## src/hw/rtl/bf3_pkg.sv

```systemverilog
// ---------------------------------------------------------------------------
// bf3_pkg: shared types and constants of the 3x3 box filter
// Widths of the pixel, coordinate and register fields, the register indexes,
// the reciprocal used for the divide by nine, and the job passed from the
// front end to the back end.
// ---------------------------------------------------------------------------
`default_nettype none

package bf3_pkg;

	// line store depth, the column widths that follow from it and the other widths
	localparam int MaxWidth   = 1024;
	localparam int ColW       = $clog2(MaxWidth);
	localparam int RowW       = 12;
	localparam int PixW       = 8;
	localparam int WidthRegW  = ColW + 1;
	localparam int HeightRegW = 12;
	localparam int CfgDataW   = 12;
	localparam int CfgIdxW    = 2;

	// register indexes
	localparam logic [CfgIdxW-1:0] RegImageWidth  = 2'd0;
	localparam logic [CfgIdxW-1:0] RegImageHeight = 2'd1;

	// register reset values and the smallest legal frame side
	localparam logic [WidthRegW-1:0]  WidthReset  = WidthRegW'(130);
	localparam logic [HeightRegW-1:0] HeightReset = HeightRegW'(98);
	localparam int                    MinSide     = 3;

	// job queue depth
	localparam int QueueDepth = 4;
	localparam int QueuePtrW  = $clog2(QueueDepth);

	// sum of nine pixels and divide by nine as multiply and shift
	localparam int                SumW       = PixW + 4;
	localparam int                RecipW     = 13;
	localparam logic [RecipW-1:0] RecipNine  = 13'd7282;
	localparam int                RecipShift = 16;
	localparam int                ProdW      = SumW + RecipW;

	typedef logic [PixW-1:0] pix_t;

	// window: row 0 oldest line, column 0 oldest column
	typedef pix_t [2:0][2:0] win_t;

	// one input position with its window and output classification
	typedef struct packed {
		win_t            win;
		logic [ColW-1:0] col;
		logic [RowW-1:0] row;
		logic            xp_any;   // column c-1 is released
		logic            xp_full;  // column c-2 exists
		logic            x_edge;   // last column of the row
		logic            yp_any;   // row r-1 is released
		logic            yp_full;  // row r-2 exists
		logic            y_edge;   // last row of the frame
	} job_t;

endpackage

`default_nettype wire

```

## src/hw/rtl/bf3_queue.sv

```systemverilog
// ---------------------------------------------------------------------------
// bf3_queue: job queue between front and back end
// Small first-in first-out store of classified jobs so that the pixel side
// and the result side stall independently.
// ---------------------------------------------------------------------------
`default_nettype none

module bf3_queue import bf3_pkg::*; (
	input  wire logic clk,
	input  wire logic arst_n,
	input  wire logic push,
	input  wire job_t push_job,
	output logic      full,
	input  wire logic pop,
	output job_t      head_job,
	output logic      head_valid
);

	job_t                 slot_q [QueueDepth];
	logic [QueuePtrW-1:0] wr_ptr_q;
	logic [QueuePtrW-1:0] rd_ptr_q;
	logic [QueuePtrW:0]   count_q;

	assign full       = (count_q == (QueuePtrW+1)'(QueueDepth));
	assign head_valid = (count_q != '0);
	assign head_job   = slot_q[rd_ptr_q];

	// pointers and fill count
	always_ff @(posedge clk or negedge arst_n) begin
		if (!arst_n) begin
			wr_ptr_q <= '0;
			rd_ptr_q <= '0;
			count_q  <= '0;
		end else begin
			if (push) begin
				wr_ptr_q <= wr_ptr_q + QueuePtrW'(1);
			end
			if (pop) begin
				rd_ptr_q <= rd_ptr_q + QueuePtrW'(1);
			end
			if (push && !pop) begin
				count_q <= count_q + (QueuePtrW+1)'(1);
			end else if (pop && !push) begin
				count_q <= count_q - (QueuePtrW+1)'(1);
			end
		end
	end

	// slot storage
	always_ff @(posedge clk) begin
		if (push) begin
			slot_q[wr_ptr_q] <= push_job;
		end
	end

endmodule

`default_nettype wire

```

## config.mk

```make
export PLATFORM = sky130hd
export DESIGN_NAME = bf3_queue
export DESIGN_NICKNAME = d
export VERILOG_FILES = /design/src/hw/rtl/bf3_pkg.sv /design/src/hw/rtl/bf3_queue.sv
export SDC_FILE = /design/constraint.sdc
export NUM_CORES = 1
export LEC_CHECK = 0
export CAP_MARGIN = 10
export CORE_MARGIN = 5
export CORE_UTILIZATION = 60
export DETAILED_ROUTE_END_ITERATION = 8
export DONT_BUFFER_PORTS = 1
export MAX_ROUTING_LAYER = met4
export PLACE_DENSITY_LB_ADDON = 0.05
export SLEW_MARGIN = 20
export SYNTH_ARGS = -nofsm -noshare
export SYNTH_HDL_FRONTEND = slang
export SYNTH_SLANG_ARGS = --single-unit
```

## constraint.sdc

```tcl
create_clock -name clk -period 4.4 [get_ports clk]
set_clock_uncertainty 0.15 [all_clocks]
set_input_delay 0.22 -clock clk [delete_from_list [all_inputs] [get_ports clk]]
set_output_delay 0.22 -clock clk [all_outputs]
set_load 0.005 [all_outputs]
```

* After elaboration in Yosys (flattened, before gate mapping) *
Memory sizes are Yosys's and may differ from the RTL's.
Index checks and enable logic that the tools add are counted.

operators by class
  add/sub/neg operators = 4
  reduce and logical (&&, ||, !) cells = 6
  multiplexer cells = 4
  equal/unequal tests = 1

operators with widths
  kind                   number
  $mux W3                2
  $add A2 B1 Y2 const B  2
  $add A3 B1 Y3 const B  1
  $eq A3 B3 Y1 const B   1
  $reduce_bool A3 Y1     1
  $sub A3 B1 Y3 const B  1
  $logic_and A1 B1 Y1    2
  $logic_not A1 Y1       2
  $mux W1                2
  $reduce_bool A2 Y1     1

word-level totals
  register bits = 7
  bits in writable memories = 400
  bits of input ports = 104
  memories = 1

memories
  memory  words  bits a word  read ports  clocked after memory_dff  wr ports  line             text
  slot_q  4      100          1           0                         1         bf3_queue.sv:19  job_t slot_q [QueueDepth];

* Depth between registers and ports, before layout *
  depth after elaboration = 4
  mapped depth = 7
  gate-level depth less buffers = 7

* Least setup slack after synthesis *
No wires, ideal clock.

  kind = reg2reg
  start point = register wr_ptr_q[0]
  end point = memory slot_q[2][0] (netlist bit), enable pin
  library setup time = 470 ps
  data arrival time = 2,926 ps
  required time = 3,780 ps
  cell stages (with the launch flop) = 4
  period minus slack after synthesis = 3,547 ps
  buffers on the path = 0
  path slack = 853 ps
  cells stage by stage = dfrtp_1 inv_1 ha_1 and2_1

RTL lines
  element                 line             text
  from (decl)             bf3_queue.sv:20  logic [QueuePtrW-1:0] wr_ptr_q;
  from (signal assigned)  bf3_queue.sv:36  wr_ptr_q <= wr_ptr_q + QueuePtrW'(1);
  to (decl)               bf3_queue.sv:19

Straight into the memory's write port.

==> flow_metrics.env <==
export IMPL_arrival_ns=2.52
export IMPL_post_drt_via_cell_ratio=5.91
export IMPL_dp_cells=869
export IMPL_synth_edf_count=400
export IMPL_cts_repair_resized=0
export IMPL_drt_iter0_drc=573
export IMPL_ys_types=19
export IMPL_insertion_delay_ns=0.51
export IMPL_placed_cell_area_um2=15200
export IMPL_drive_gt1_share_pct=24.2
export IMPL_synth_seq_cells=407
export IMPL_grt_util_all_layers_pct=20.2
export IMPL_end_kind="primary output"
export IMPL_io_buffers=0
export IMPL_max_slew_margin_pct=39.9
export IMPL_htree_levels=2
export IMPL_timing_fmax_mhz=346
export IMPL_status="complete, no violations"
export IMPL_synth_nets=666
export IMPL_grt_max_degree=60
export IMPL_clk_pin_slew_ns=0.06
export IMPL_stdcell_area_um2=17600
export IMPL_synth_top_flop_cell="edfxtp_1"
export IMPL_root_buffer="clkbuf_16"
export IMPL_worst_slew_pin_slew_ns=0.901
export IMPL_antenna_found_initial=3
export IMPL_critPathLaunchType="register"
export IMPL_tns_ns=0
export IMPL_finalPower_mw=11.3
export IMPL_first_pass_iters=5
export IMPL_grt_pass1_wl_mm=41.5
export IMPL_fin_cells=1047
export IMPL_ys_seq_area_share_pct=82.2
export IMPL_rsz0062_at_grt="no"
export IMPL_antenna_left=0
export IMPL_core_area_um2=24300
export IMPL_routedWlPerCell_um=26.0
export IMPL_drv_slew=0
export IMPL_setup_viol_count_final=0
export IMPL_leakage_nw=5.67
export IMPL_ys_warn_count=0
export IMPL_vias=6189
export IMPL_hpwl_mm=16.0
export IMPL_synth_area_um2=14800
export IMPL_syn_avg_cell_area_um2=26.7
export IMPL_synthCells=556
export IMPL_final_fill_count=1395
export IMPL_min_path_type="input pin to register"
export IMPL_dieArea_um2=28000
export IMPL_synthArstFlopShare_pct=1.72
export IMPL_post_route_min_period_ns=2.89
export IMPL_peakVddDrop_mv=0.423
export IMPL_overflow=0
export IMPL_numCtsBuffers=40
export IMPL_hold_ws_ns=0.144
export IMPL_rows=57
export IMPL_cts_tree="done"
export IMPL_start_util_pct=61.0
export IMPL_required_ns=4.03
export IMPL_fin_nets=801
export IMPL_criticalPathCategory="register to primary output"
export IMPL_drc=0
export IMPL_grt_pass1_vias=6595
export IMPL_maxCapViolations=0
export IMPL_drt_wl_total_mm=27.2
export IMPL_fp_dieH_um=167
export IMPL_power_density_nw_per_um2=644
export IMPL_num_io_pins=206
export IMPL_cp_max_fo=38
export IMPL_finalHoldViolations=0
export IMPL_gp_congestion=0.731
export IMPL_clockBufferDepth=3
export IMPL_die_x_um=167
export IMPL_finalCritPeriodShare_pct=65.7
export IMPL_synthToLayoutAreaGrowth_pct=18.7
export IMPL_clock_sinks=407
[logic make-up (layout without fill, tap and decap cells)]
group                      count (synthesis)  count (layout)  synth area share (%)
adders and majority gates                  6               6                 0.557
DFF                                      407             407                  82.2
AOI/OAI and AO/OA                          1               1                0.0337
and+or+nand+nor                            9               9                 0.338
buffers and inverters                     26             190                  1.25
other                                      0               3                     0
xor gates and xnor gates                   6               6                 0.354
muxes                                    101             101                  15.3
[path summary, 6_finish.rpt]
kind                             startpoint             to  slack [ns]  cells after the start
worst min-delay path                   push  slot_q[0][97]        0.14                      1
worst max-delay path            rd_ptr_q[0]   head_job[78]        1.51                      2
worst max register to register  wr_ptr_q[1]  slot_q[1][28]        2.01                      4
max in group asynchronous            arst_n    rd_ptr_q[1]        3.36                      2
min in group asynchronous            arst_n     count_q[0]        0.44                      2
worst min register to register   count_q[2]     count_q[2]        0.35                      1
[layout by cell type (no fill, tap or decap)]
cell           instances
clkbuf_16             42
clkinv_8               1
buf_4                  9
diode_2                3
inv_1                  4
edfxtp_1             400
buf_12                 2
fa_1                   1
nor2_1                 1
or3_1                  1
bufinv_16              7
clkinv_1               8
mux2_2                 1
and2_4                 4
xor2_1                 4
ha_1                   5
dlygate4sd3_1        104
xnor2_1                2
nor3b_1                1
nand2_1                2
dfrtp_4                2
o21ai_0                1
dfrtp_1                5
clkinvlp_4             1
clkbuf_1               7
clkinv_2               5
mux4_2               100
[power breakdown]
part / total (mW) / internal, mW / switching (mW)
sequential: 5.46 / 5.07 / 0.388
clock: 3.47 / 2.15 / 1.32
combinational: 2.40 / 1.14 / 1.26
[cells in the mapped netlist (all sizes together) (2+ instances only)]
cell      n  area (um2)
buf      21         166
ha        5        62.6
nand2     2        7.51
xor2      4        35.0
inv       4        15.0
xnor2     2        17.5
edfxtp  400       12000
dfrtp     7         175
mux4    100        2250
and2      4        25.0
[area by class of cell]
cell class                 instances  area (um2)  share of cell area [%]
sequential                       407       12200                    69.3
clock inverter                    22         289                    1.64
inverter                           4        15.0                  0.0853
timing repair buffer             115        1150                    6.53
multi-input combinational        123        2460                    14.0
antenna                            3        7.51                  0.0427
tap                              324         405                    2.30
clock buffer                      49        1080                    6.12
[routing by layer]
layer	wire length (um)	share of wire (%)	GRT usage, %
met3	1880	6.9	5.45
met5	0	0	-
met4	389	1.4	4.34
met2	14300	52	33.2
met1	10700	39	26.1
[critical path: stages, from the launching register on]
cell,delay [ns]
dfrtp_4,0.92
buf_4,0.47
mux4_2,0.60
[flip-flops by register name, summed over array words and instances, names as in the netlist]
register,count
slot_q,400
wr_ptr_q,2
count_q,3
rd_ptr_q,2
[through the flow]
stage	setup slack, ns	util [%]
4_1_cts	1.39	72.3
6_report	1.51	72.4
2_1_floorplan	0.853	-
3_5_place_dp	1.95	62.4
3_3_place_gp	1.95	62.4
5_1_grt	1.25	72.4
[timing repair]
| action | 4_1_cts | 5_1_grt |
|---|---|---|
| buffers inserted | 0 | 0 |
| hold endpoints to repair | 414 | 0 |
| hold buffers | 104 | 0 |
(Power assumes the default switching activity.)
