File: config.mk
export PLATFORM = sky130hd
export DESIGN_NAME = bf3_back
export DESIGN_NICKNAME = d
export VERILOG_FILES = /design/src/hw/rtl/bf3_pkg.sv /design/src/hw/rtl/bf3_back.sv
export SDC_FILE = /design/constraint.sdc
export NUM_CORES = 1
export LEC_CHECK = 0
export BUFFER_PORTS_ARGS = -buffer_cell sky130_fd_sc_hd__buf_4
export CAP_MARGIN = 20
export CORE_UTILIZATION = 35
export CTS_BUF_LIST = sky130_fd_sc_hd__clkbuf_8
export DETAILED_ROUTE_END_ITERATION = 10
export MAX_ROUTING_LAYER = met4
export SKIP_CTS_REPAIR_TIMING = 1
export SLEW_MARGIN = 10
export SYNTH_ARGS = -nofsm -noshare
export SYNTH_HDL_FRONTEND = slang
export SYNTH_SLANG_ARGS = --single-unit
File: constraint.sdc
create_clock -name clk -period 9.6 [get_ports clk]
set_input_delay 0.48 -clock clk [delete_from_list [all_inputs] [get_ports clk]]
set_output_delay 0.48 -clock clk [all_outputs]
set_load 0.1 [all_outputs]
File: src/hw/rtl/bf3_pkg.sv
// ---------------------------------------------------------------------------
// bf3_pkg: shared types and constants of the 3x3 box filter
// Widths of the pixel, coordinate and register fields, the register indexes,
// the reciprocal used for the divide by nine, and the job passed from the
// front end to the back end.
// ---------------------------------------------------------------------------
`default_nettype none

package bf3_pkg;

	// line store depth, the column widths that follow from it and the other widths
	localparam int MaxWidth   = 1024;
	localparam int ColW       = $clog2(MaxWidth);
	localparam int RowW       = 12;
	localparam int PixW       = 8;
	localparam int WidthRegW  = ColW + 1;
	localparam int HeightRegW = 12;
	localparam int CfgDataW   = 12;
	localparam int CfgIdxW    = 2;

	// register indexes
	localparam logic [CfgIdxW-1:0] RegImageWidth  = 2'd0;
	localparam logic [CfgIdxW-1:0] RegImageHeight = 2'd1;

	// register reset values and the smallest legal frame side
	localparam logic [WidthRegW-1:0]  WidthReset  = WidthRegW'(130);
	localparam logic [HeightRegW-1:0] HeightReset = HeightRegW'(98);
	localparam int                    MinSide     = 3;

	// job queue depth
	localparam int QueueDepth = 4;
	localparam int QueuePtrW  = $clog2(QueueDepth);

	// sum of nine pixels and divide by nine as multiply and shift
	localparam int                SumW       = PixW + 4;
	localparam int                RecipW     = 13;
	localparam logic [RecipW-1:0] RecipNine  = 13'd7282;
	localparam int                RecipShift = 16;
	localparam int                ProdW      = SumW + RecipW;

	typedef logic [PixW-1:0] pix_t;

	// window: row 0 oldest line, column 0 oldest column
	typedef pix_t [2:0][2:0] win_t;

	// one input position with its window and output classification
	typedef struct packed {
		win_t            win;
		logic [ColW-1:0] col;
		logic [RowW-1:0] row;
		logic            xp_any;   // column c-1 is released
		logic            xp_full;  // column c-2 exists
		logic            x_edge;   // last column of the row
		logic            yp_any;   // row r-1 is released
		logic            yp_full;  // row r-2 exists
		logic            y_edge;   // last row of the frame
	} job_t;

endpackage

`default_nettype wire

File: src/hw/rtl/bf3_back.sv
// ---------------------------------------------------------------------------
// bf3_back: result sequencer and mean unit
// Walks the one to four outputs of the job at the queue head, one per cycle
// unless stalled, sums the clamped neighbourhood, divides by nine with a
// reciprocal multiply, holding each result in the output register until taken.
// ---------------------------------------------------------------------------
`default_nettype none

module bf3_back import bf3_pkg::*; (
	input  wire logic         clk,
	input  wire logic         arst_n,
	input  wire job_t         head_job,
	input  wire logic         head_valid,
	output logic              pop,
	output logic              out_valid,
	input  wire logic         out_stall,
	output logic [PixW-1:0]   mean_value,
	output logic [ColW-1:0]   out_col,
	output logic [RowW-1:0]   out_row,
	output logic              last_of_run,
	output logic              end_of_frame
);

	logic            a_q;   // second output row of the job
	logic            b_q;   // second output column of the job
	logic            adv;
	logic            emit;
	logic            x_two, y_two;
	logic            end_b, end_a;
	logic            x_is_edge, y_is_edge;
	logic [1:0]      ri [3];
	logic [1:0]      cj [3];
	logic [SumW-1:0] sum;
	logic [ColW-1:0] x_cur;
	logic [RowW-1:0] y_cur;

	logic            valid_s1;
	logic [SumW-1:0] sum_s1;
	logic [ColW-1:0] col_s1;
	logic [RowW-1:0] row_s1;
	logic            last_s1;
	logic            eof_s1;
	logic [ProdW-1:0] prod;

	// the whole result path moves when the output register is free
	assign adv   = !out_valid || !out_stall;
	assign emit  = head_valid && adv;
	assign x_two = head_job.xp_any && head_job.x_edge;
	assign y_two = head_job.yp_any && head_job.y_edge;
	assign end_b = !x_two || b_q;
	assign end_a = !y_two || a_q;
	assign pop   = emit && end_a && end_b;

	// output order within a job: rows outer, columns inner
	always_ff @(posedge clk or negedge arst_n) begin
		if (!arst_n) begin
			a_q <= 1'b0;
			b_q <= 1'b0;
		end else if (emit) begin
			if (end_b) begin
				b_q <= 1'b0;
				a_q <= end_a ? 1'b0 : 1'b1;
			end else begin
				b_q <= 1'b1;
			end
		end
	end

	// neighbourhood rows and columns after edge clamping
	assign x_is_edge = b_q || !head_job.xp_any;
	assign y_is_edge = a_q || !head_job.yp_any;

	always_comb begin
		if (y_is_edge) begin
			ri[0] = 2'd1;
			ri[1] = 2'd2;
			ri[2] = 2'd2;
		end else begin
			ri[0] = head_job.yp_full ? 2'd0 : 2'd1;
			ri[1] = 2'd1;
			ri[2] = 2'd2;
		end
		if (x_is_edge) begin
			cj[0] = 2'd1;
			cj[1] = 2'd2;
			cj[2] = 2'd2;
		end else begin
			cj[0] = head_job.xp_full ? 2'd0 : 2'd1;
			cj[1] = 2'd1;
			cj[2] = 2'd2;
		end
	end

	// nine-pixel sum
	always_comb begin
		sum = '0;
		for (int p = 0; p < 3; p++) begin
			for (int q = 0; q < 3; q++) begin
				sum = sum + SumW'(head_job.win[ri[p]][cj[q]]);
			end
		end
	end

	assign x_cur = x_is_edge ? head_job.col : head_job.col - ColW'(1);
	assign y_cur = y_is_edge ? head_job.row : head_job.row - RowW'(1);

	// sum stage
	always_ff @(posedge clk or negedge arst_n) begin
		if (!arst_n) begin
			valid_s1 <= 1'b0;
		end else if (adv) begin
			valid_s1 <= emit;
		end
	end

	always_ff @(posedge clk) begin
		if (emit) begin
			sum_s1  <= sum;
			col_s1  <= x_cur;
			row_s1  <= y_cur;
			last_s1 <= end_a && end_b;
			eof_s1  <= x_is_edge && head_job.x_edge && y_is_edge && head_job.y_edge;
		end
	end

	// divide by nine: multiply by the scaled reciprocal and drop the fraction
	assign prod = {{RecipW{1'b0}}, sum_s1} * {{SumW{1'b0}}, RecipNine};

	// output register
	always_ff @(posedge clk or negedge arst_n) begin
		if (!arst_n) begin
			out_valid <= 1'b0;
		end else if (adv) begin
			out_valid <= valid_s1;
		end
	end

	always_ff @(posedge clk) begin
		if (adv && valid_s1) begin
			mean_value   <= prod[RecipShift +: PixW];
			out_col      <= col_s1;
			out_row      <= row_s1;
			last_of_run  <= last_s1;
			end_of_frame <= eof_s1;
		end
	end

endmodule

`default_nettype wire

======== Word-level counts from Yosys, hierarchy flattened ========
Cells that the tools add are included.
W data, S select, Z words.
storage, ports and cells
  flip-flop bits (word level) ............. 72
  latch bits .............................. 0
  RAM bits ................................ 0
  bits in read-only memories .............. 0
  memories kept ........................... 0
cells by class
  $add $sub $neg .......................... 10
  multiply operators ...................... 1
  divide/modulo/power cells ............... 0
  $lt $le $gt $ge ......................... 6
  eq/ne operators ......................... 0
  shift-type cells ........................ 0
  muxes and demuxes ....................... 32
  bitwise gates (word level) .............. 0
  reduce and logical (&&, ||, !) cells .... 22
operators with widths
  operator                  count
  $bmux W24 S2              3
  $bmux W8 S2               9
  $mux W24                  3
  $mux W8                   9
  $add A12 B8 Y12           4
  $mul A12 B12 Y23 const B  1
  $lt A2 B3 Y1 const B      6
  $add A11 B8 Y12           1
  $mux W12                  1
  $sub A12 B1 Y12 const B   1
  $add A10 B8 Y11           1
  $add A9 B8 Y10            1
  $logic_and A1 B1 Y1       10
  $mux W10                  1
  $mux W5                   2
  $sub A10 B1 Y10 const B   1
  $add A8 B8 Y9             1
  $logic_not A1 Y1          6
  $logic_or A1 B1 Y1        5
  $mux W1                   4
  $reduce_and A2 Y1         1

======== Logic depth before layout (Yosys ltp) ========
Gate-level depths: netlist of run 1.
  word-level depth ........................ 15
  gate-level depth with buffers ........... 24
  mapped depth without buffers ............ 22

======== Least setup slack after synthesis of run 1 ========
Ideal clock, no wire load.
  path kind ............................... input -> register
  from .................................... input head_job[2] in the netlist's numbering
  to ...................................... register sum_s1[8], data pin
  setup time .............................. 258 ps
  data arrival time ....................... 4986 ps
  path slack .............................. 4356 ps
  cell stages on the path ................. 23
  cells stage by stage .................... nor2b_1 > buf_2 > nand2_1 > clkbuf_1 > nand2_1 > nand3_1 > o21ai_0 > fa_1 > inv_1 > fa_1 > fa_1 > inv_1 > fa_1 > inv_1 > ha_1 > inv_1 > fa_1 > nor2b_1 > o21ai_0 > a21boi_0 > o21ai_0 > nor2b_1 > xnor2_1
on the way
  cells in the longest elaborated chain, start to end .. 15
ends and longest elaborated chain
  element                         line             text
  start: declaration              bf3_back.sv:12   input wire job_t head_job,
  $logic_not A1 Y1 *              bf3_back.sv:71   assign y_is_edge = a_q || !head_job.yp_any;
  $logic_or A1 B1 Y1 *            bf3_back.sv:71
  $mux W5 *                       bf3_back.sv:74   if (y_is_edge) begin
  $bmux W24 S2                    bf3_back.sv:99   sum = sum + SumW'(head_job.win[ri[p]][cj[q]]);
  $mux W24 (not written as such)  bf3_back.sv:99
  $bmux W8 S2                     bf3_back.sv:99
  $mux W8 (not written as such)   bf3_back.sv:99
  $add A8 B8 Y9                   bf3_back.sv:99
  $add A9 B8 Y10                  bf3_back.sv:99
  $add A10 B8 Y11                 bf3_back.sv:99
  $add A11 B8 Y12                 bf3_back.sv:99
  $add A12 B8 Y12 * (4 in a row)  bf3_back.sv:99
  via sum[8]                      bf3_back.sv:33   logic [SumW-1:0] sum;
  end signal: assignment          bf3_back.sv:118  sum_s1 <= sum;
  end: declaration                bf3_back.sv:38   logic [SumW-1:0] sum_s1;
The timed path passes the listed nets; every way through them passes the cells marked *. The select of a mux whose other input is x is not followed.
A chain may end at the register's enable or synchronous reset.

======== Final worst setup path of run 1 ========
  from .................................... register b_q
  to ...................................... register sum_s1[8], data pin
on the way
  cells in the longest elaborated chain, start to end .. 12
ends and longest elaborated chain
  element                         line            text
  start: declaration              bf3_back.sv:25  logic b_q;
  start signal: assignment        bf3_back.sv:58  b_q <= 1'b0;
  start signal: assignment        bf3_back.sv:61  b_q <= 1'b0;
  start signal: assignment        bf3_back.sv:64  b_q <= 1'b1;
  $logic_or A1 B1 Y1 *            bf3_back.sv:70  assign x_is_edge = b_q || !head_job.xp_any;
  $mux W5 *                       bf3_back.sv:83  if (x_is_edge) begin
  $bmux W8 S2                     bf3_back.sv:99
  $mux W8 (not written as such)   bf3_back.sv:99
  $add A8 B8 Y9                   bf3_back.sv:99
  $add A9 B8 Y10                  bf3_back.sv:99
  $add A10 B8 Y11                 bf3_back.sv:99
  $add A11 B8 Y12                 bf3_back.sv:99
  $add A12 B8 Y12 (2 in a row)    bf3_back.sv:99
  $add A12 B8 Y12 * (2 in a row)  bf3_back.sv:99
  via sum[8]                      bf3_back.sv:33
Marks and branches as above.

==> results of run 1 <==
worst min path at each step:
stage | start | end | slack [ns] | cells past startpoint
5_1_grt | out_stall | valid_s1$_DFFE_PN0N_ | 0.37 | 3
4_1_cts | arst_n | valid_s1$_DFFE_PN0N_ | -0.10 | 1
3_3_place_gp | arst_n | out_valid$_DFFE_PN0N_ | 0.28 | 1
6_report | out_stall | valid_s1$_DFFE_PN0N_ | 0.38 | 3
3_5_place_dp | arst_n | out_valid$_DFFE_PN0N_ | 0.28 | 1
2_1_floorplan | arst_n | a_q$_DFFE_PN0P_ | 0.18 | 0
metal layers:
| metal | GRT usage (%) | wire, µm | vias to the layer above |
|---|---|---|---|
| met5 | - | 0 | - |
| met1 | 19.6 | 7120 | 2621 |
| met3 | 1.69 | 542 | 16 |
| met2 | 26.8 | 7950 | 119 |
| li1 | - | - | 2712 |
| met4 | 4.07 | 245 | 0 |
state kept, by name, indices dropped and copies added (netlist names):
| signal | flops |
|---|---|
| b_q | 1 |
| a_q | 1 |
| mean_value | 8 |
| sum_s1 | 12 |
| out_col | 10 |
| col_s1 | 10 |
| end_of_frame | 1 |
| last_s1 | 1 |
| valid_s1 | 1 |
| eof_s1 | 1 |
| last_of_run | 1 |
| row_s1 | 12 |
| out_row | 12 |
| out_valid | 1 |
placed cells by master (no fill, tap or decap), drive strengths merged, types with 2 or more instances in the layout:
master / count
a21oi: 23
o211ai: 2
o21bai: 3
nor4: 2
nand4: 5
nand3: 30
inv: 149
and2: 3
clkbuf: 9
edfxtp: 68
ha: 80
xnor2: 21
fa: 84
o31ai: 2
nor2: 15
buf: 144
mux2i: 23
bufinv: 2
o21a: 9
a21o: 3
xor2: 14
nand2: 111
nor2b: 9
mux2: 9
o21ai: 29
or4: 3
nand2b: 5
dfrtp: 4
and3: 3
nor3: 14
cell families (layout without fill, tap and decap cells):
family | after synthesis | count (layout) | synth area share [%]
compound gates | 80 | 80 | 6.71
xor+xnor | 35 | 35 | 4.09
fa+ha+maj | 164 | 164 | 35.8
buf+inv | 167 | 307 | 8.46
flops | 72 | 72 | 28.6
mux | 32 | 32 | 4.42
simple gates | 201 | 201 | 11.9
stage by stage:
stage                     cells  cell area [µm²]  utilization (%)  worst slack, ns
final                      1166             9060             43.1             3.62
after global routing       1166             9060             43.1             3.22
after CTS                  1165             9050             43.1             3.58
after detailed placement   1149             8840             42.0             3.42
after global placement     1149             8840             42.0             3.46
after floorplan             751             7490                -             4.36
cell type report:
class                   instances  area (µm²)  area share, %
inverters                     146         548           6.05
flip-flops and latches         72        2140           23.6
clock buffers                   9         124           1.37
multi-input cells             512        4720           52.1
well taps                     275         344           3.80
clock inverters                 7        88.8          0.980
repair buffers                145        1090           12.0
worst reg2reg max path, delay by kind of cell (launching register included):
kind            cells  cell delay (ns)
flops               1             0.40
xor+xnor            1             0.12
buf+inv             5             0.90
compound gates      4             0.66
mux                 1             0.29
fa+ha+maj           6             2.52
simple gates        4             0.83
==> report_table.html, run 1 <==
<table>
<tr><th>Metric</th><th>Value</th></tr>
<tr><th colspan="2">Critical path</th></tr>
<tr><td>Critical path, cell by cell</td><td>nor2b_2 &gt; buf_4 &gt; nand2_1 &gt; buf_4 &gt; mux2_2 &gt; o21a_1 &gt; fa_1 &gt; fa_1 &gt; fa_1 &gt; inv_1 &gt; fa_1 &gt; inv_1 &gt; ha_1 &gt; inv_1 &gt; fa_1 &gt; nor2b_1 &gt; o21ai_0 &gt; a21boi_0 &gt; o21ai_0 &gt; nor2b_1 &gt; xnor2_1</td></tr>
<tr><td>FF-to-FF path depth</td><td>21</td></tr>
<tr><td>Crit path depth</td><td>21</td></tr>
<tr><td>Cell family with most CP delay</td><td>adder cells</td></tr>
<tr><td>Critical Path Start</td><td>b_q$_DFFE_PN0P_</td></tr>
<tr><td>Kind of launch point of the worst setup path</td><td>flip-flop</td></tr>
<tr><td>Worst reg2reg startpoint</td><td>b_q$_DFFE_PN0P_</td></tr>
<tr><td>Critical Path Slowest Stage Cell</td><td>sky130_fd_sc_hd__fa_1</td></tr>
<tr><td>Worst Path Class, Setup</td><td>flip-flop to flip-flop</td></tr>
<tr><td>Setup slack of the worst register-to-register path</td><td>3.62 ns</td></tr>
<tr><td>Reg2reg end</td><td>sum_s1[8]$_DFFE_PP_</td></tr>
<tr><td>Crit path capture type</td><td>flip-flop</td></tr>
<tr><td>Data required time at the worst endpoint</td><td>9.69 ns</td></tr>
<tr><td>Delay of the slowest critical-path stage</td><td>0.54 ns</td></tr>
<tr><td>Critical path capture point</td><td>sum_s1[8]$_DFFE_PP_</td></tr>
<tr><td>Data arrival time of the critical path</td><td>6.07 ns</td></tr>
<tr><td>Most common cell type on the critical path</td><td>sky130_fd_sc_hd__fa_1</td></tr>
<tr><td>Highest fanout seen on the critical path</td><td>41</td></tr>
<tr><td>WP buf/inv</td><td>5</td></tr>
<tr><th colspan="2">Clock tree</th></tr>
<tr><td>Number of sinks on the clock net</td><td>72</td></tr>
<tr><td>Number of H-tree branching levels</td><td>3</td></tr>
<tr><td>CTS Buffer Depth</td><td>2</td></tr>
<tr><td>Clock latency at the later pin of the worst-skew pair</td><td>0.34 ns</td></tr>
<tr><td>CTS root buffer</td><td>sky130_fd_sc_hd__clkbuf_8</td></tr>
<tr><td>Clock buffers created by TritonCTS</td><td>9</td></tr>
<tr><td>Clock-pin transition on the worst setup and hold timing paths</td><td>0.08 ns</td></tr>
<tr><td>Clock tree from TritonCTS</td><td>done</td></tr>
<tr><th colspan="2">Floorplan</th></tr>
<tr><td>Number of placement rows</td><td>53</td></tr>
<tr><td>Overall die width</td><td>148 µm</td></tr>
<tr><td>Initial Utilization</td><td>35.7%</td></tr>
<tr><td>Height of the die</td><td>148 µm</td></tr>
<tr><td>Core Box Area</td><td>21000 µm²</td></tr>
<tr><td>Top Ports</td><td>138</td></tr>
<tr><td>Total die area</td><td>22000 µm²</td></tr>
<tr><th colspan="2">Logic synthesis</th></tr>
<tr><td>Area leader, netlist</td><td>sky130_fd_sc_hd__edfxtp_1</td></tr>
<tr><td>Most area-consuming cells after synthesis</td><td>sky130_fd_sc_hd__edfxtp_1 (27%), sky130_fd_sc_hd__fa_1 (22%), sky130_fd_sc_hd__ha_1 (13%)</td></tr>
<tr><td>Most used flip-flop cell after synthesis</td><td>sky130_fd_sc_hd__edfxtp_1</td></tr>
<tr><td>Synth unique cells</td><td>45</td></tr>
<tr><td>Most common cell in the netlist</td><td>sky130_fd_sc_hd__inv_1</td></tr>
<tr><td>Top cells by count, synth</td><td>sky130_fd_sc_hd__inv_1 (146), sky130_fd_sc_hd__nand2_1 (110), sky130_fd_sc_hd__fa_1 (84)</td></tr>
<tr><td>Share of flip-flops with an asynchronous set or reset after synthesis</td><td>5.56%</td></tr>
<tr><td>Area share of the largest cell type after synthesis</td><td>27.2%</td></tr>
<tr><td>Syn nets</td><td>1019</td></tr>
<tr><td>Total of flip-flops plus latches after synthesis</td><td>72</td></tr>
<tr><td>Number of enable-type register cells in the synthesized netlist</td><td>68</td></tr>
<tr><td>Cells after synthesis</td><td>751</td></tr>
<tr><td>Cell area after technology mapping</td><td>7490 µm²</td></tr>
<tr><td>Count of warnings emitted by yosys</td><td>0</td></tr>
<tr><td>Mapped Avg Cell Area</td><td>9.98 µm²</td></tr>
<tr><td>Post-synthesis sequential area ratio</td><td>28.6%</td></tr>
<tr><th colspan="2">STA</th></tr>
<tr><td>Sum of negative setup slack</td><td>0 ns</td></tr>
<tr><td>Max-slew violations</td><td>0</td></tr>
<tr><td>Clock skew after layout</td><td>0.0154 ns</td></tr>
<tr><td>Number of hold-slack violations in the final timing report</td><td>0</td></tr>
<tr><td>Worst slew margin relative to its limit</td><td>35.6%</td></tr>
<tr><td>Min Tclk post-route</td><td>5.98 ns</td></tr>
<tr><td>Part of the cycle the worst path needs</td><td>62.3%</td></tr>
<tr><td>Unrepaired setup endpoints after global routing</td><td>false</td></tr>
<tr><td>Post-Route Hold Slack</td><td>0.380 ns</td></tr>
<tr><td>Highest Clock Rate</td><td>167 MHz</td></tr>
<tr><td>Tightest Pin Transition</td><td>0.966 ns</td></tr>
<tr><td>Setup violators final</td><td>0</td></tr>
<tr><th colspan="2">Drt</th></tr>
<tr><td>Remaining number of nets flagged by the antenna check after routing</td><td>0</td></tr>
<tr><td>Post-route DRC</td><td>0</td></tr>
<tr><td>Average wire per cell in the routed design</td><td>13.6 µm</td></tr>
<tr><td>Ratio of routed vias to standard cells</td><td>4.69</td></tr>
<tr><td>DR pass1 iterations</td><td>4</td></tr>
<tr><td>Detailed Route Iter0 Violations</td><td>239</td></tr>
<tr><td>Vias after detailed routing</td><td>5468</td></tr>
<tr><td>Drt total wl</td><td>15900 µm</td></tr>
<tr><th colspan="2">Finish</th></tr>
<tr><td>Share of layout cells above drive strength 1</td><td>19.6%</td></tr>
<tr><td>Number of diodes added for antenna fixing</td><td>0</td></tr>
<tr><td>Number of fill cells</td><td>2039</td></tr>
<tr><td>Area added between synthesis and finish</td><td>20.9%</td></tr>
<tr><td># nets final</td><td>1154</td></tr>
<tr><th colspan="2">GRT</th></tr>
<tr><td>Global-route wire length before repair</td><td>26700 µm</td></tr>
<tr><td>Global-route congestion overflow total</td><td>0</td></tr>
<tr><td>Number of global-route vias before repair</td><td>5664</td></tr>
<tr><td>Largest net degree at the start of global routing</td><td>42</td></tr>
<tr><td>Number of antenna violations at the first check in global routing</td><td>0</td></tr>
<tr><td>All-layer global routing usage</td><td>15.6%</td></tr>
<tr><th colspan="2">Run status</th></tr>
<tr><td>Status</td><td>complete, no violations</td></tr>
<tr><th colspan="2">Placement</th></tr>
<tr><td>Buffers added on ports</td><td>137</td></tr>
<tr><td>Placed wire-length estimate</td><td>13300 µm</td></tr>
<tr><td>Routability cong.</td><td>0.898</td></tr>
<tr><th colspan="2">Flow run</th></tr>
<tr><td>Max-cap violations</td><td>0</td></tr>
<tr><th colspan="2">Min path</th></tr>
<tr><td>Class of the tightest hold or removal check</td><td>input pin to flip-flop</td></tr>
</table>
Power of run 1 is left out: the tool's default activity adds up to more than one toggle a clock period on the data nets, which glitch-free logic cannot reach.
==> run 2: changes to the inputs <==
Clock period 9.6 ns to 5.28 ns, I/O delays scaled along.
==> run 2 against run 1 <==
Effect of this change: core utilization grew 0.79 points; final area up 1.8%; non-clock buffer count rose by 13; wire length up 2.1%; largest cell class unchanged.
==> report_table.html, run 2 (synthesis gave the netlist of run 1 again) <==
<table>
<tr><th>Metric</th><th>Value</th></tr>
<tr><th colspan="2">Clock tree</th></tr>
<tr><td>Clock latency at the later pin of the worst-skew pair</td><td>0.35 ns (was 0.34 ns)</td></tr>
<tr><td>Clock-pin transition on the worst setup and hold timing paths</td><td>0.09 ns (was 0.08 ns)</td></tr>
<tr><td>Clock tree from TritonCTS</td><td>done (unchanged)</td></tr>
<tr><td>Clock buffers created by TritonCTS</td><td>9 (unchanged)</td></tr>
<tr><td>Number of sinks on the clock net</td><td>72 (unchanged)</td></tr>
<tr><td>CTS Buffer Depth</td><td>2 (unchanged)</td></tr>
<tr><td>Number of H-tree branching levels</td><td>3 (unchanged)</td></tr>
<tr><td>CTS root buffer</td><td>sky130_fd_sc_hd__clkbuf_8 (unchanged)</td></tr>
<tr><th colspan="2">Drt</th></tr>
<tr><td>Vias after detailed routing</td><td>5516 (was 5468)</td></tr>
<tr><td>Ratio of routed vias to standard cells</td><td>4.68 (was 4.69)</td></tr>
<tr><td>Remaining number of nets flagged by the antenna check after routing</td><td>0 (unchanged)</td></tr>
<tr><td>Average wire per cell in the routed design</td><td>13.7 µm (was 13.6 µm)</td></tr>
<tr><td>Post-route DRC</td><td>0 (unchanged)</td></tr>
<tr><td>Drt total wl</td><td>16200 µm (was 15900 µm)</td></tr>
<tr><td>DR pass1 iterations</td><td>5 (was 4)</td></tr>
<tr><td>Detailed Route Iter0 Violations</td><td>205 (was 239)</td></tr>
<tr><th colspan="2">GRT</th></tr>
<tr><td>All-layer global routing usage</td><td>15.9% (was 15.6%)</td></tr>
<tr><td>Largest net degree at the start of global routing</td><td>41 (was 42)</td></tr>
<tr><td>Number of antenna violations at the first check in global routing</td><td>0 (unchanged)</td></tr>
<tr><td>Global-route congestion overflow total</td><td>0 (unchanged)</td></tr>
<tr><td>Global-route wire length before repair</td><td>27000 µm (was 26700 µm)</td></tr>
<tr><td>Number of global-route vias before repair</td><td>5708 (was 5664)</td></tr>
<tr><th colspan="2">Floorplan</th></tr>
<tr><td>Initial Utilization</td><td>35.7% (unchanged)</td></tr>
<tr><td>Core Box Area</td><td>21000 µm² (unchanged)</td></tr>
<tr><td>Top Ports</td><td>138 (unchanged)</td></tr>
<tr><td>Height of the die</td><td>148 µm (unchanged)</td></tr>
<tr><td>Total die area</td><td>22000 µm² (unchanged)</td></tr>
<tr><td>Number of placement rows</td><td>53 (unchanged)</td></tr>
<tr><td>Overall die width</td><td>148 µm (unchanged)</td></tr>
<tr><th colspan="2">Critical path</th></tr>
<tr><td>Kind of launch point of the worst setup path</td><td>flip-flop (unchanged)</td></tr>
<tr><td>Setup slack of the worst register-to-register path</td><td>0.28 ns (was 3.62 ns)</td></tr>
<tr><td>Data required time at the worst endpoint</td><td>5.39 ns (was 9.69 ns)</td></tr>
<tr><td>Data arrival time of the critical path</td><td>5.11 ns (was 6.07 ns)</td></tr>
<tr><td>Highest fanout seen on the critical path</td><td>5 (was 41)</td></tr>
<tr><td>Reg2reg end</td><td>sum_s1[10]$_DFFE_PP_ (was sum_s1[8]$_DFFE_PP_)</td></tr>
<tr><td>FF-to-FF path depth</td><td>20 (was 21)</td></tr>
<tr><td>Crit path capture type</td><td>flip-flop (unchanged)</td></tr>
<tr><td>Worst reg2reg startpoint</td><td>b_q$_DFFE_PN0P_ (unchanged)</td></tr>
<tr><td>Worst Path Class, Setup</td><td>flip-flop to flip-flop (unchanged)</td></tr>
<tr><th colspan="2">Finish</th></tr>
<tr><td>Most frequent standard cell in the layout excluding fill and tap cells</td><td>sky130_fd_sc_hd__buf_4 (was sky130_fd_sc_hd__inv_1)</td></tr>
<tr><td>Leading cell types in the layout, fill and taps excluded</td><td>sky130_fd_sc_hd__buf_4 (153), sky130_fd_sc_hd__inv_1 (146), sky130_fd_sc_hd__nand2_1 (109) (was sky130_fd_sc_hd__inv_1 (148), sky130_fd_sc_hd__buf_4 (144), sky130_fd_sc_hd__nand2_1 (110))</td></tr>
<tr><td>Share of layout cells above drive strength 1</td><td>21.8% (was 19.6%)</td></tr>
<tr><td>Number of fill cells</td><td>2044 (was 2039)</td></tr>
<tr><td>Area added between synthesis and finish</td><td>23.1% (was 20.9%)</td></tr>
<tr><td># nets final</td><td>1167 (was 1154)</td></tr>
<tr><td>Regs by FF count</td><td>out_row (12), row_s1 (12), sum_s1 (12) (unchanged)</td></tr>
<tr><td>Share of the core filled with cells</td><td>43.9% (was 43.1%)</td></tr>
<tr><td>Final Cell Area</td><td>9230 µm² (was 9060 µm²)</td></tr>
<tr><td>Number of diodes added for antenna fixing</td><td>0 (unchanged)</td></tr>
<tr><th colspan="2">STA</th></tr>
<tr><td>Worst slew margin relative to its limit</td><td>67.9% (was 35.6%)</td></tr>
<tr><td>Setup violators final</td><td>0 (unchanged)</td></tr>
<tr><td>Part of the cycle the worst path needs</td><td>94.7% (was 62.3%)</td></tr>
<tr><td>Number of hold-slack violations in the final timing report</td><td>0 (unchanged)</td></tr>
<tr><td>Worst setup slack after layout</td><td>0.282 ns (was 3.62 ns)</td></tr>
<tr><td>Max-slew violations</td><td>0 (unchanged)</td></tr>
<tr><td>Post-Route Hold Slack</td><td>0.146 ns (was 0.380 ns)</td></tr>
<tr><td>Tightest Pin Transition</td><td>0.475 ns (was 0.966 ns)</td></tr>
<tr><td>Min Tclk post-route</td><td>5.00 ns (was 5.98 ns)</td></tr>
<tr><td>Highest Clock Rate</td><td>200 MHz (was 167 MHz)</td></tr>
<tr><td>Clock skew after layout</td><td>0.0113 ns (was 0.0154 ns)</td></tr>
<tr><th colspan="2">Min path</th></tr>
<tr><td>Worst Hold End</td><td>valid_s1$_DFFE_PN0N_ (unchanged)</td></tr>
<tr><td>Class of the tightest hold or removal check</td><td>input pin to flip-flop (unchanged)</td></tr>
<tr><td>Depth of the worst hold-timing path</td><td>3 (unchanged)</td></tr>
<tr><td>Start point of the worst hold path</td><td>out_stall (unchanged)</td></tr>
<tr><th colspan="2">Placement</th></tr>
<tr><td>Total placed instance area</td><td>8940 µm² (was 8840 µm²)</td></tr>
<tr><td>Buffers added on ports</td><td>137 (unchanged)</td></tr>
<tr><td>Post-placement worst setup slack</td><td>0.0574 ns (was 3.42 ns)</td></tr>
<tr><td>Routability cong.</td><td>0.913 (was 0.898)</td></tr>
<tr><td>Placed wire-length estimate</td><td>13700 µm (was 13300 µm)</td></tr>
<tr><th colspan="2">Flow run</th></tr>
<tr><td>Max-cap violations</td><td>0 (unchanged)</td></tr>
<tr><th colspan="2">Run status</th></tr>
<tr><td>Status</td><td>complete, no violations (unchanged)</td></tr>
</table>
run 2: routing by layer:
| layer | vias up | part of all wire [%] | global-route usage, % |
|---|---|---|---|
| li1 | 2740 | - | - |
| met5 | - | 0 | - |
| met3 | 14 | 3.6 | 1.38 |
| met2 | 140 | 50 | 27.1 |
| met4 | 0 | 1.5 | 4.90 |
| met1 | 2622 | 44 | 19.9 |
run 2: per-stage QoR:
stage,instances,TNS [ns]
after floorplan,751,0
after global placement,1161,0
after detailed placement,1161,0
after CTS,1177,0
after global routing,1179,-0.00846
final,1179,0
run 2: how the worst max path moves through the flow:
| stage | from | endpoint | slack (ns) | cells after the start |
|---|---|---|---|---|
| after floorplan | a_q$_DFFE_PN0P_ | sum_s1[8]$_DFFE_PP_ | 0.19 | 24 |
| after global placement | head_job[5] | sum_s1[11]$_DFFE_PP_ | 0.15 | 19 |
| after detailed placement | a_q$_DFFE_PN0P_ | sum_s1[11]$_DFFE_PP_ | 0.06 | 20 |
| after CTS | a_q$_DFFE_PN0P_ | sum_s1[11]$_DFFE_PP_ | 0.04 | 20 |
| after global routing | b_q$_DFFE_PN0P_ | sum_s1[10]$_DFFE_PP_ | -0.008 | 22 |
| final | b_q$_DFFE_PN0P_ | sum_s1[10]$_DFFE_PP_ | 0.28 | 20 |
run 2: area by class of cell:
type	count	area, µm²	area share (%)
multi-input combinational	512	4750	51.5
sequential	72	2140	23.2
timing repair buffer	158	1220	13.2
inverter	146	548	5.94
tap	275	344	3.73
clock buffer	9	124	1.34
clock inverter	7	101	1.10
run 2: critical path: stages (launching register included):
cell and delay [ns]:
sky130_fd_sc_hd__dfrtp_1 0.41, sky130_fd_sc_hd__nor2b_2 0.18, sky130_fd_sc_hd__nand2_2 0.14, sky130_fd_sc_hd__buf_4 0.16, sky130_fd_sc_hd__mux2_2 0.28, sky130_fd_sc_hd__o21a_1 0.19, sky130_fd_sc_hd__fa_1 0.48, sky130_fd_sc_hd__inv_1 0.05
sky130_fd_sc_hd__fa_1 0.50, sky130_fd_sc_hd__fa_1 0.47, sky130_fd_sc_hd__fa_1 0.47, sky130_fd_sc_hd__inv_1 0.07, sky130_fd_sc_hd__ha_1 0.16, sky130_fd_sc_hd__inv_1 0.06, sky130_fd_sc_hd__fa_1 0.39, sky130_fd_sc_hd__nor2b_1 0.12
sky130_fd_sc_hd__o21ai_0 0.10, sky130_fd_sc_hd__a21boi_1 0.18, sky130_fd_sc_hd__o21ai_1 0.09, sky130_fd_sc_hd__a21oi_1 0.18, sky130_fd_sc_hd__xor2_1 0.08
Power of run 2 is left out for the same reason.
==> run 3: changes to the inputs <==
Settings changed: REMOVE_ABC_BUFFERS set to 1.
==> run 3 against run 2 <==
Effect of this change: final area is 0.68% lower; largest cell class unchanged; highest routed layer unchanged; via count down 0.96%; die area stayed put.
==> report_table.html, run 3 (synthesis gave the netlist of run 1 again) <==
<table>
<tr><th>Metric</th><th>Value</th></tr>
<tr><th colspan="2">Run status</th></tr>
<tr><td>Status</td><td>complete, no violations (unchanged)</td></tr>
<tr><th colspan="2">Flow run</th></tr>
<tr><td>Max-cap violations</td><td>0 (unchanged)</td></tr>
<tr><th colspan="2">Clock tree</th></tr>
<tr><td>CTS root buffer</td><td>sky130_fd_sc_hd__clkbuf_8 (unchanged)</td></tr>
<tr><td>Clock tree from TritonCTS</td><td>done (unchanged)</td></tr>
<tr><td>Number of sinks on the clock net</td><td>72 (unchanged)</td></tr>
<tr><td>Clock buffers created by TritonCTS</td><td>9 (unchanged)</td></tr>
<tr><td>Clock latency at the later pin of the worst-skew pair</td><td>0.35 ns (about the same)</td></tr>
<tr><td>CTS Buffer Depth</td><td>2 (unchanged)</td></tr>
<tr><td>Number of H-tree branching levels</td><td>3 (unchanged)</td></tr>
<tr><td>Clock-pin transition on the worst setup and hold timing paths</td><td>0.09 ns (about the same)</td></tr>
<tr><th colspan="2">Finish</th></tr>
<tr><td>Area added between synthesis and finish</td><td>22.3% (was 23.1%)</td></tr>
<tr><td># nets final</td><td>1167 (unchanged)</td></tr>
<tr><td>Number of diodes added for antenna fixing</td><td>0 (unchanged)</td></tr>
<tr><td>Leading cell types in the layout, fill and taps excluded</td><td>sky130_fd_sc_hd__buf_4 (154), sky130_fd_sc_hd__inv_1 (146), sky130_fd_sc_hd__nand2_1 (109) (was sky130_fd_sc_hd__buf_4 (153), sky130_fd_sc_hd__inv_1 (146), sky130_fd_sc_hd__nand2_1 (109))</td></tr>
<tr><td>Number of fill cells</td><td>2057 (was 2044)</td></tr>
<tr><td>Share of layout cells above drive strength 1</td><td>21.3% (was 21.8%)</td></tr>
<tr><td>Most frequent standard cell in the layout excluding fill and tap cells</td><td>sky130_fd_sc_hd__buf_4 (unchanged)</td></tr>
<tr><td>Sequential standard cell area</td><td>2140 µm² (unchanged)</td></tr>
<tr><td>Regs by FF count</td><td>out_row (12), row_s1 (12), sum_s1 (12) (unchanged)</td></tr>
<tr><td>Multi-input logic area</td><td>4740 µm² (was 4750 µm²)</td></tr>
<tr><th colspan="2">STA</th></tr>
<tr><td>Highest Clock Rate</td><td>200 MHz (about the same)</td></tr>
<tr><td>Part of the cycle the worst path needs</td><td>94.9% (was 94.7%)</td></tr>
<tr><td>Setup violators final</td><td>0 (unchanged)</td></tr>
<tr><td>Tightest Pin Transition</td><td>0.468 ns (was 0.475 ns)</td></tr>
<tr><td>Max-slew violations</td><td>0 (unchanged)</td></tr>
<tr><td>Number of hold-slack violations in the final timing report</td><td>0 (unchanged)</td></tr>
<tr><td>Worst slew margin relative to its limit</td><td>68.8% (was 67.9%)</td></tr>
<tr><td>Clock skew after layout</td><td>0.00924 ns (was 0.0113 ns)</td></tr>
<tr><td>Sum of negative setup slack</td><td>0 ns (unchanged)</td></tr>
<tr><td>Min Tclk post-route</td><td>5.01 ns (was 5.00 ns)</td></tr>
<tr><td>Unrepaired setup endpoints after global routing</td><td>false</td></tr>
<tr><th colspan="2">Floorplan</th></tr>
<tr><td>Height of the die</td><td>148 µm (unchanged)</td></tr>
<tr><td>Initial Utilization</td><td>35.7% (unchanged)</td></tr>
<tr><td>Number of placement rows</td><td>53 (unchanged)</td></tr>
<tr><td>Core Box Area</td><td>21000 µm² (unchanged)</td></tr>
<tr><td>Total die area</td><td>22000 µm² (unchanged)</td></tr>
<tr><td>Top Ports</td><td>138 (unchanged)</td></tr>
<tr><td>Overall die width</td><td>148 µm (unchanged)</td></tr>
<tr><th colspan="2">Critical path</th></tr>
<tr><td>Kind of launch point of the worst setup path</td><td>flip-flop (unchanged)</td></tr>
<tr><td>Setup slack of the worst register-to-register path</td><td>0.27 ns (was 0.28 ns)</td></tr>
<tr><td>Data arrival time of the critical path</td><td>5.12 ns (was 5.11 ns)</td></tr>
<tr><td>Crit path capture type</td><td>flip-flop (unchanged)</td></tr>
<tr><td>Worst reg2reg startpoint</td><td>b_q$_DFFE_PN0P_ (unchanged)</td></tr>
<tr><td>Highest fanout seen on the critical path</td><td>4 (was 5)</td></tr>
<tr><td>FF-to-FF path depth</td><td>20 (unchanged)</td></tr>
<tr><td>Worst Path Class, Setup</td><td>flip-flop to flip-flop (unchanged)</td></tr>
<tr><td>Reg2reg end</td><td>sum_s1[8]$_DFFE_PP_ (was sum_s1[10]$_DFFE_PP_)</td></tr>
<tr><td>Data required time at the worst endpoint</td><td>5.39 ns (about the same)</td></tr>
<tr><th colspan="2">GRT</th></tr>
<tr><td>Number of global-route vias before repair</td><td>5593 (was 5708)</td></tr>
<tr><td>Global-route wire length before repair</td><td>25800 µm (was 27000 µm)</td></tr>
<tr><td>All-layer global routing usage</td><td>15.1% (was 15.9%)</td></tr>
<tr><td>Largest net degree at the start of global routing</td><td>41 (unchanged)</td></tr>
<tr><td>Number of antenna violations at the first check in global routing</td><td>0 (unchanged)</td></tr>
<tr><td>Global-route congestion overflow total</td><td>0 (unchanged)</td></tr>
<tr><th colspan="2">Drt</th></tr>
<tr><td>Post-route DRC</td><td>0 (unchanged)</td></tr>
<tr><td>Ratio of routed vias to standard cells</td><td>4.63 (was 4.68)</td></tr>
<tr><td>Remaining number of nets flagged by the antenna check after routing</td><td>0 (unchanged)</td></tr>
<tr><td>Average wire per cell in the routed design</td><td>13.2 µm (was 13.7 µm)</td></tr>
<tr><td>Vias after detailed routing</td><td>5463 (was 5516)</td></tr>
<tr><td>Drt total wl</td><td>15600 µm (was 16200 µm)</td></tr>
<tr><td>Detailed Route Iter0 Violations</td><td>187 (was 205)</td></tr>
<tr><td>DR pass1 iterations</td><td>4 (was 5)</td></tr>
<tr><th colspan="2">Min path</th></tr>
<tr><td>Depth of the worst hold-timing path</td><td>3 (unchanged)</td></tr>
<tr><td>Start point of the worst hold path</td><td>out_stall (unchanged)</td></tr>
<tr><td>Worst Hold End</td><td>valid_s1$_DFFE_PN0N_ (unchanged)</td></tr>
<tr><td>Class of the tightest hold or removal check</td><td>input pin to flip-flop (unchanged)</td></tr>
<tr><th colspan="2">Placement</th></tr>
<tr><td>Routability cong.</td><td>0.840 (was 0.913)</td></tr>
<tr><td>Placed wire-length estimate</td><td>13300 µm (was 13700 µm)</td></tr>
<tr><td>Buffers added on ports</td><td>137 (unchanged)</td></tr>
</table>
==> run 3: cell count changes in the layout (fill, tap and decap cells not counted), moves of 2 or more <==
| cell | delta |
|---|---|
| sky130_fd_sc_hd__mux2i_1 | +2 |
| sky130_fd_sc_hd__clkinv_4 | +3 |
| sky130_fd_sc_hd__bufinv_16 | -2 |
| sky130_fd_sc_hd__mux2i_2 | -2 |
==> run 3: worst max path at each step <==
stage | slack [ns] | to | start | cells past startpoint
4_1_cts | 0.09 | sum_s1[10]$_DFFE_PP_ | a_q$_DFFE_PN0P_ | 20
3_5_place_dp | 0.09 | sum_s1[8]$_DFFE_PP_ | head_job[5] | 21
2_1_floorplan | -1.75 | sum_s1[8]$_DFFE_PP_ | b_q$_DFFE_PN0P_ | 19
3_3_place_gp | 0.17 | sum_s1[8]$_DFFE_PP_ | head_job[5] | 19
5_1_grt | 0.0002 | sum_s1[10]$_DFFE_PP_ | b_q$_DFFE_PN0P_ | 22
6_report | 0.27 | sum_s1[8]$_DFFE_PP_ | b_q$_DFFE_PN0P_ | 20
==> run 3: critical path: stages (launching register included) <==
cell and delay (ns):
sky130_fd_sc_hd__dfrtp_1 0.40, sky130_fd_sc_hd__nor2b_2 0.16, sky130_fd_sc_hd__nand2_1 0.14, sky130_fd_sc_hd__buf_4 0.19, sky130_fd_sc_hd__mux2_2 0.29, sky130_fd_sc_hd__o21a_1 0.18, sky130_fd_sc_hd__fa_1 0.48, sky130_fd_sc_hd__inv_1 0.06
sky130_fd_sc_hd__fa_1 0.50, sky130_fd_sc_hd__fa_1 0.47, sky130_fd_sc_hd__fa_1 0.46, sky130_fd_sc_hd__inv_1 0.07, sky130_fd_sc_hd__ha_1 0.16, sky130_fd_sc_hd__inv_1 0.05, sky130_fd_sc_hd__fa_1 0.40, sky130_fd_sc_hd__nor2b_1 0.12
sky130_fd_sc_hd__o21ai_1 0.08, sky130_fd_sc_hd__a21boi_1 0.20, sky130_fd_sc_hd__o21ai_1 0.10, sky130_fd_sc_hd__nor2b_1 0.14, sky130_fd_sc_hd__xnor2_1 0.12
==> run 3: area by class of cell <==
| type | instances | share of cell area (%) |
|---|---|---|
| Clock inverter | 7 | 0.683 |
| Multi-Input combinational cell | 512 | 51.7 |
| Inverter | 146 | 5.98 |
| Tap cell | 275 | 3.75 |
| Sequential cell | 72 | 23.4 |
| Clock buffer | 9 | 1.35 |
| Timing Repair Buffer | 158 | 13.2 |
==> run 3: layer usage <==
metal / up-vias / part of all wire [%] / global-route usage, %
li1: 2737 / - / -
met1: 2571 / 47 / 19.7
met2: 138 / 47 / 24.6
met3: 17 / 4.8 / 2.24
met4: 0 / 1.2 / 3.92
met5: - / 0 / -
==> run 3: through the flow <==
step           setup WS [ns]  hold WS [ns]  std cells  utilization, %  cell area, µm²
6_report               0.268         0.140       1179            43.6            9170
5_1_grt             0.000218         0.146       1179            43.6            9170
4_1_cts               0.0908        -0.330       1178            43.5            9140
3_5_place_dp          0.0869        0.0636       1162            42.6            8950
3_3_place_gp           0.174        0.0657       1162            42.6            8950
2_1_floorplan          -1.75       -0.0316        730               -            7410
Power of run 3 is left out for the same reason.
